$ cat src/design/xrng_pkg.sv
package xrng_pkg;

  localparam int unsigned WORD_W = 64;
  localparam int unsigned DRAWS_W = 8;
  localparam int unsigned CFG_IDX_W = 2;

  // Generator rotation and shift amounts
  localparam int unsigned ROT_A = 24;
  localparam int unsigned SHIFT_B = 16;
  localparam int unsigned ROT_C = 37;

  // Configuration register indexes
  localparam logic [CFG_IDX_W-1:0] REG_SEED_FIRST = 2'd0;
  localparam logic [CFG_IDX_W-1:0] REG_SEED_SECOND = 2'd1;

  localparam logic [WORD_W-1:0] SEED_FIRST_RST = 64'd1;
  localparam logic [WORD_W-1:0] SEED_SECOND_RST = 64'd0;

  localparam logic [DRAWS_W-1:0] DRAWS_MAX = '1;

  typedef logic [WORD_W-1:0] word_t;

  typedef struct packed {
    word_t first;
    word_t second;
  } gen_state_t;

  // Controller to datapath
  typedef struct packed {
    logic load_item;
    logic step;
    logic load_result;
    logic load_error;
  } dp_cmd_t;

  // Datapath to controller
  typedef struct packed {
    logic bound_zero;
    logic draw_ok;
  } dp_status_t;

  function automatic word_t rot_left(input word_t v, input int unsigned k);
    rot_left = (v << k) | (v >> (WORD_W - k));
  endfunction

  // One xoroshiro128+ state advance
  function automatic gen_state_t gen_next(input gen_state_t s);
    word_t b;
    gen_state_t n;
    b = s.second ^ s.first;
    n.first = rot_left(s.first, ROT_A) ^ b ^ (b << SHIFT_B);
    n.second = rot_left(b, ROT_C);
    gen_next = n;
  endfunction

  // Set every bit below the highest set bit
  function automatic word_t smear_right(input word_t v);
    word_t r;
    r = v;
    r = r | (r >> 1);
    r = r | (r >> 2);
    r = r | (r >> 4);
    r = r | (r >> 8);
    r = r | (r >> 16);
    r = r | (r >> 32);
    smear_right = r;
  endfunction

endpackage

$ cat src/design/xoroshiro128plus_bounded_rng_top.sv
// Channel   Handshake            Payload
// in        in_valid/in_stall    in_action, in_bound
// out       out_valid/out_stall  out_value, out_bound_error, out_draws_used
// cfg       cfg_valid/cfg_ready  cfg_index, cfg_data
//
// A raw draw uses a single generator step; a bounded draw uses N steps,
// N being the generator steps used (one step per cycle in the draw loop).
// A zero bound sets out_bound_error and leaves the generator untouched.
// Synchronous reset loads the state with the seed reset values (1 and 0).
// The result register holds under out_stall; a new request is taken in the
// cycle the held result transfers. cfg_ready is always high.
module xoroshiro128plus_bounded_rng_top import xrng_pkg::*; (
  input  logic                 clk,
  input  logic                 rst_n,
  input  logic                 cfg_valid,
  output logic                 cfg_ready,
  input  logic [CFG_IDX_W-1:0] cfg_index,
  input  logic [WORD_W-1:0]    cfg_data,
  input  logic                 in_valid,
  output logic                 in_stall,
  input  logic                 in_action,
  input  logic [WORD_W-1:0]    in_bound,
  output logic                 out_valid,
  input  logic                 out_stall,
  output logic [WORD_W-1:0]    out_value,
  output logic                 out_bound_error,
  output logic [DRAWS_W-1:0]   out_draws_used
);

  dp_cmd_t    cmd;
  dp_status_t status;

  assign cfg_ready = 1'b1;

  xrng_ctrl u_ctrl (
    .clk       (clk),
    .rst_n     (rst_n),
    .in_valid  (in_valid),
    .in_stall  (in_stall),
    .out_valid (out_valid),
    .out_stall (out_stall),
    .status    (status),
    .cmd       (cmd)
  );

  xrng_dp u_dp (
    .clk             (clk),
    .rst_n           (rst_n),
    .cfg_valid       (cfg_valid),
    .cfg_ready       (cfg_ready),
    .cfg_index       (cfg_index),
    .cfg_data        (cfg_data),
    .in_action       (in_action),
    .in_bound        (in_bound),
    .cmd             (cmd),
    .status          (status),
    .out_value       (out_value),
    .out_bound_error (out_bound_error),
    .out_draws_used  (out_draws_used)
  );

endmodule

$ cat src/design/xrng_dp.sv
module xrng_dp import xrng_pkg::*; (
  input  logic                 clk,
  input  logic                 rst_n,
  input  logic                 cfg_valid,
  input  logic                 cfg_ready,
  input  logic [CFG_IDX_W-1:0] cfg_index,
  input  logic [WORD_W-1:0]    cfg_data,
  input  logic                 in_action,
  input  logic [WORD_W-1:0]    in_bound,
  input  dp_cmd_t              cmd,
  output dp_status_t           status,
  output logic [WORD_W-1:0]    out_value,
  output logic                 out_bound_error,
  output logic [DRAWS_W-1:0]   out_draws_used
);

  gen_state_t           gen_r;
  gen_state_t           gen_nxt;
  logic                 action_r;
  word_t                bound_r;
  word_t                mask_r;
  logic [DRAWS_W-1:0]   count_r;
  logic [DRAWS_W-1:0]   count_nxt;
  word_t                value_r;
  logic                 err_r;
  logic [DRAWS_W-1:0]   draws_r;
  word_t                sum;
  word_t                masked;

  // Output of the current draw and its acceptance
  assign sum = gen_r.first + gen_r.second;
  assign masked = sum & mask_r;
  assign status.draw_ok = !action_r || (masked < bound_r);
  assign status.bound_zero = in_action && (in_bound == '0);

  // Saturating draw count
  assign count_nxt = (count_r == DRAWS_MAX) ? count_r : count_r + DRAWS_W'(1);

  // Generator state: seed writes reload, steps advance
  always_comb begin
    gen_nxt = gen_r;
    if (cmd.step) begin
      gen_nxt = gen_next(gen_r);
    end
    if (cfg_valid && cfg_ready) begin
      unique case (cfg_index)
        REG_SEED_FIRST:  gen_nxt.first = cfg_data;
        REG_SEED_SECOND: gen_nxt.second = cfg_data;
        default: ;
      endcase
    end
  end

  always_ff @(posedge clk) begin
    if (!rst_n) begin
      gen_r.first <= SEED_FIRST_RST;
      gen_r.second <= SEED_SECOND_RST;
    end else begin
      gen_r <= gen_nxt;
    end
  end

  // Latch the request; raw draws take the full word
  always_ff @(posedge clk) begin
    if (cmd.load_item) begin
      action_r <= in_action;
      bound_r <= in_bound;
      mask_r <= in_action ? smear_right(in_bound - WORD_W'(1)) : '1;
      count_r <= '0;
    end else if (cmd.step) begin
      count_r <= count_nxt;
    end
  end

  // Result register
  always_ff @(posedge clk) begin
    if (cmd.load_error) begin
      value_r <= '0;
      err_r <= 1'b1;
      draws_r <= '0;
    end else if (cmd.load_result) begin
      value_r <= masked;
      err_r <= 1'b0;
      draws_r <= count_nxt;
    end
  end

  assign out_value = value_r;
  assign out_bound_error = err_r;
  assign out_draws_used = draws_r;

endmodule

$ cat src/design/xrng_ctrl.sv
module xrng_ctrl import xrng_pkg::*; (
  input  logic       clk,
  input  logic       rst_n,
  input  logic       in_valid,
  output logic       in_stall,
  output logic       out_valid,
  input  logic       out_stall,
  input  dp_status_t status,
  output dp_cmd_t    cmd
);

  localparam logic [1:0] S_IDLE = 2'd0;
  localparam logic [1:0] S_DRAW = 2'd1;
  localparam logic [1:0] S_DONE = 2'd2;

  logic [1:0] state_r;
  logic [1:0] state_nxt;
  logic       can_take;
  logic       in_xfer;

  // Take a new request when idle or as the held result transfers
  assign can_take = (state_r == S_IDLE) || ((state_r == S_DONE) && !out_stall);
  assign in_stall = !can_take;
  assign in_xfer = in_valid && can_take;
  assign out_valid = (state_r == S_DONE);

  always_comb begin
    state_nxt = state_r;
    cmd = '0;
    unique case (state_r) inside
      S_IDLE, S_DONE: begin
        if (in_xfer) begin
          if (status.bound_zero) begin
            cmd.load_error = 1'b1;
            state_nxt = S_DONE;
          end else begin
            cmd.load_item = 1'b1;
            state_nxt = S_DRAW;
          end
        end else if (state_r == S_DONE && !out_stall) begin
          state_nxt = S_IDLE;
        end
      end
      S_DRAW: begin
        cmd.step = 1'b1;
        if (status.draw_ok) begin
          cmd.load_result = 1'b1;
          state_nxt = S_DONE;
        end
      end
      default: state_nxt = S_IDLE;
    endcase
  end

  always_ff @(posedge clk) begin
    if (!rst_n) begin
      state_r <= S_IDLE;
    end else begin
      state_r <= state_nxt;
    end
  end

endmodule
$ cat config.mk
export PLATFORM = sky130hd
export DESIGN_NAME = xoroshiro128plus_bounded_rng_top
export DESIGN_NICKNAME = d
export VERILOG_FILES = /design/src/design/xrng_pkg.sv /design/src/design/xoroshiro128plus_bounded_rng_top.sv /design/src/design/xrng_dp.sv /design/src/design/xrng_ctrl.sv
export SDC_FILE = /design/constraint.sdc
export NUM_CORES = 1
export LEC_CHECK = 0
export ABC_AREA = 1
export BUFFER_PORTS_ARGS = -buffer_cell sky130_fd_sc_hd__buf_2
export CELL_PAD_IN_SITES_DETAIL_PLACEMENT = 1
export CELL_PAD_IN_SITES_GLOBAL_PLACEMENT = 1
export CORE_MARGIN = 3
export CORE_UTILIZATION = 35
export DETAILED_ROUTE_END_ITERATION = 16
export GPL_TIMING_DRIVEN = 0
export MAX_ROUTING_LAYER = met4
export PLACE_DENSITY = 0.79
export SLEW_MARGIN = 10
export SYNTH_ARGS = -nofsm -noshare
export SYNTH_HDL_FRONTEND = slang
export SYNTH_SLANG_ARGS = --single-unit
$ cat constraint.sdc
create_clock -name clk -period 6.95 [get_ports clk]
set_input_delay 0.3475 -clock clk [delete_from_list [all_inputs] [get_ports clk]]
set_output_delay 0.3475 -clock clk [all_outputs]
set_load 0.1 [all_outputs]
==> metrics.csv <==
metric,value,unit
status,completed,
synthFlopType,dfxtp_1,
cp_data_required_time,7.42,ns
path_buf_inv,4,
grt_usage,0.361,
synth_area,24500,um^2
final_common_cell,nand2_1,
hold_path.class,in -> reg,
fp.dieArea,73200,um^2
clock_sinks,340,
finClkSkew,0.0173,ns
clock-root-buffer,clkbuf_16,
path_cells,ha_1 > clkbuf_1 > nand2_1 > nor3_1 > nand2_1 > inv_1 > nand2_1 > nand2_1 > nand3_1 > a21oi_1 > nor2_1 > ha_1 > nand2_1 > nor2_1 > nand2_1 > nor3_1 > nor3b_1 > nand2_1 > nand2_1 > nand2_1 > buf_2 > buf_2 > a21oi_1 > nor2_1,
slowest_stage,nor3_1,
grt_pass1_vias,27700,
io_buffers,209,
cts_tree,built,
yosys.area_share.xor_xnor,0.0386,
gp_congestion,1.03,
worst_setup_path_start_kind,register,
start_util,0.355,
finalPower,8.42,mW
power.density,297,nW/um^2
clockBufferDepth,3,
area_growth,15.9,%
yosysWarnings,0,
antenna_found_initial,2,
rows,96,
postCtsSetupRepairBufs,0,
routedWlPerCell,26.8,um
clock_latency,0.59,ns
cts_buffers,44,
fin_crit,6.46,ns
sw_frac_of_total,0.466,
p_clk_frac,0.294,
seqPwrFrac,0.306,
max-vdd-ir-drop,326,uV
max_cap_violations,0,
drtAntennaViolNets,0,
fin_nets,4236,
cp.arrival,6.93,ns
grt_max_degree,94,
via_count,27500,
first_pass_iters,5,
worstMarginPinSlew,1.39,ns
critPathMaxStageDelay,0.74,ns
netlist_instances,3703,
fp.dieW,271,um
drive_above_1_share,0.0892,
final.setup.tns,0,ns
yosysUniqueCellTypes,46,
drc,0,
crit_path_frequent_cell,nand2_1,
p_leak,13.0,nW
hold_viol_final,0,
p_int,4.49,mW
ys_seq_area_frac,0.331,
synth.mux.area_fraction,0.000409,
avgSynthCellArea,6.61,um^2
synth_edf_count,129,
path_delay_family,simple AND/OR/NAND/NOR gates,
fmaxAchievable,155,MHz
worst_hold_slack,0.0197,ns
vias_per_cell,5.57,
grt_pass1_wl,188,mm
path_class,reg -> reg,
grt_overflow,0,
most-common-layout-cells,"941 x nand2_1, 519 x nor2_1, 496 x inv_1, 248 x nand3_1, 231 x a21oi_1",
synth_adder_area_share,0.0667,
slew_viol_final,0,
die_h,271,um
routed_wl,132,mm
yosys_register_bits,340,
clkTransAtPathRegs,0.06,ns
post_dp_cell_area,26700,um^2
p_comb_frac,0.400,
power_switching,3.92,mW
fin_crit_sh,0.929,
cp-end-kind,register,
dr.first_iter.drc_count,2178,
core_area,68900,um^2
synth_compound_area_frac,0.141,
synth_fp_nets,3969,
hpwlAfterDp,109,mm
async_flop_share,0,
slew_headroom,0.0747,
setup_viol,0,
htree_levels,2,
final_area,28400,um^2
synth_top_family_by_area,simple AND/OR/NAND/NOR gates,
cp_max_fo,10,
synthSimpleGateAreaFrac,0.323,
rsz0062_at_grt,false,
io_pins,212,
## layer usage
metal  vias up  global-route usage  share of wire
met2      1112               0.583           0.46
met4         0               0.213          0.072
met3       313              0.0379          0.061
li1      12600                   -              -
met1     13400               0.437           0.41
met5         -                   -              0
## repair_timing
item,in CTS,in global routing
endpoints found under the hold margin,11,0
gates resized for setup,0,0
endpoints found under the setup margin,0,0
hold buffers,11,0
## cell usage after synthesis, drive strengths merged (50+ instances only)
cell type	instances	area [um^2]
nand2	953	3610
nor2	557	2260
inv	503	1890
nand3	252	1280
a21oi	231	1160
dfxtp	211	4220
o21ai	181	906
edfxtp	129	3870
ha	129	1610
clkbuf	119	447
xor2	79	692
o211ai	50	375
## cells by family after synthesis
kind of cell / Yosys count
other cells: 1
mux: 1
fa+ha+maj: 130
simple gates: 1881
xor+xnor: 108
flops: 340
buf+inv: 645
compound gates: 597
## power groups by stage
| stage | clock (mW) | combinational (mW) | sequential (mW) |
|---|---|---|---|
| 6_report | 2.47 | 3.37 | 2.58 |
| 5_1_grt | 2.57 | 3.54 | 2.60 |
| 4_1_cts | 2.49 | 3.32 | 2.57 |
| 2_1_floorplan | 0 | 1.16 | 3.69 |
| 3_5_place_dp | 0 | 3.30 | 2.60 |
| 3_3_place_gp | 0 | 3.25 | 2.61 |
## area by class of cell
type	instances	area, um^2
timing repair buffer	221	1180
sequential	340	8100
tap	931	1160
clock inverter	22	269
fill	9089	40600
multi-input combinational	2718	14000
antenna	2	5.00
clock buffer	58	1270
inverter	504	1900
buffer	141	539
## through the flow
stage,util,cells,setup slack (ns)
2_1_floorplan,-,3703,2.49
3_3_place_gp,0.387,4843,0.737
3_5_place_dp,0.388,4844,0.746
4_1_cts,0.412,4935,0.686
5_1_grt,0.412,4936,0.277
6_report,0.412,4937,0.494
## path summary, 6_finish.rpt
check                                           from                   end  slack [ns]  depth (start not counted)
worst max-delay path                  u_dp.gen_r[92]    u_dp.out_value[30]        0.49                         24
worst min-delay path                    cfg_data[40]       u_dp.gen_r[104]        0.02                          3
worst max register to register        u_dp.gen_r[92]    u_dp.out_value[30]        0.49                         24
worst min register to register  u_dp.out_bound_error  u_dp.out_bound_error        0.46                          2
## worst reg2reg max path, stage by stage (launching register included)
cell,delay (ns)
dfxtp_1,0.34
ha_1,0.29
clkbuf_1,0.71
nand2_1,0.28
nor3_1,0.74
nand2_1,0.12
inv_1,0.11
nand2_1,0.07
nand2_1,0.25
nand3_1,0.15
a21oi_1,0.16
nor2_1,0.09
ha_1,0.30
nand2_1,0.06
nor2_1,0.16
nand2_1,0.09
nor3_1,0.34
nor3b_1,0.27
nand2_1,0.08
nand2_1,0.19
nand2_1,0.53
buf_2,0.41
buf_2,0.31
a21oi_1,0.21
nor2_1,0.07
## flip-flops by register name, indices dropped and copies added, names as in the netlist
signal and cells:
u_dp.out_value 64, u_dp.out_draws_used 8, u_dp.mask_r 64, u_dp.action_r 1, u_dp.out_bound_error 1, u_dp.gen_r 128
u_ctrl.state_r 2, u_dp.bound_r 64, u_dp.count_r 8
No activity file was read; power rests on OpenSTA's default activity.
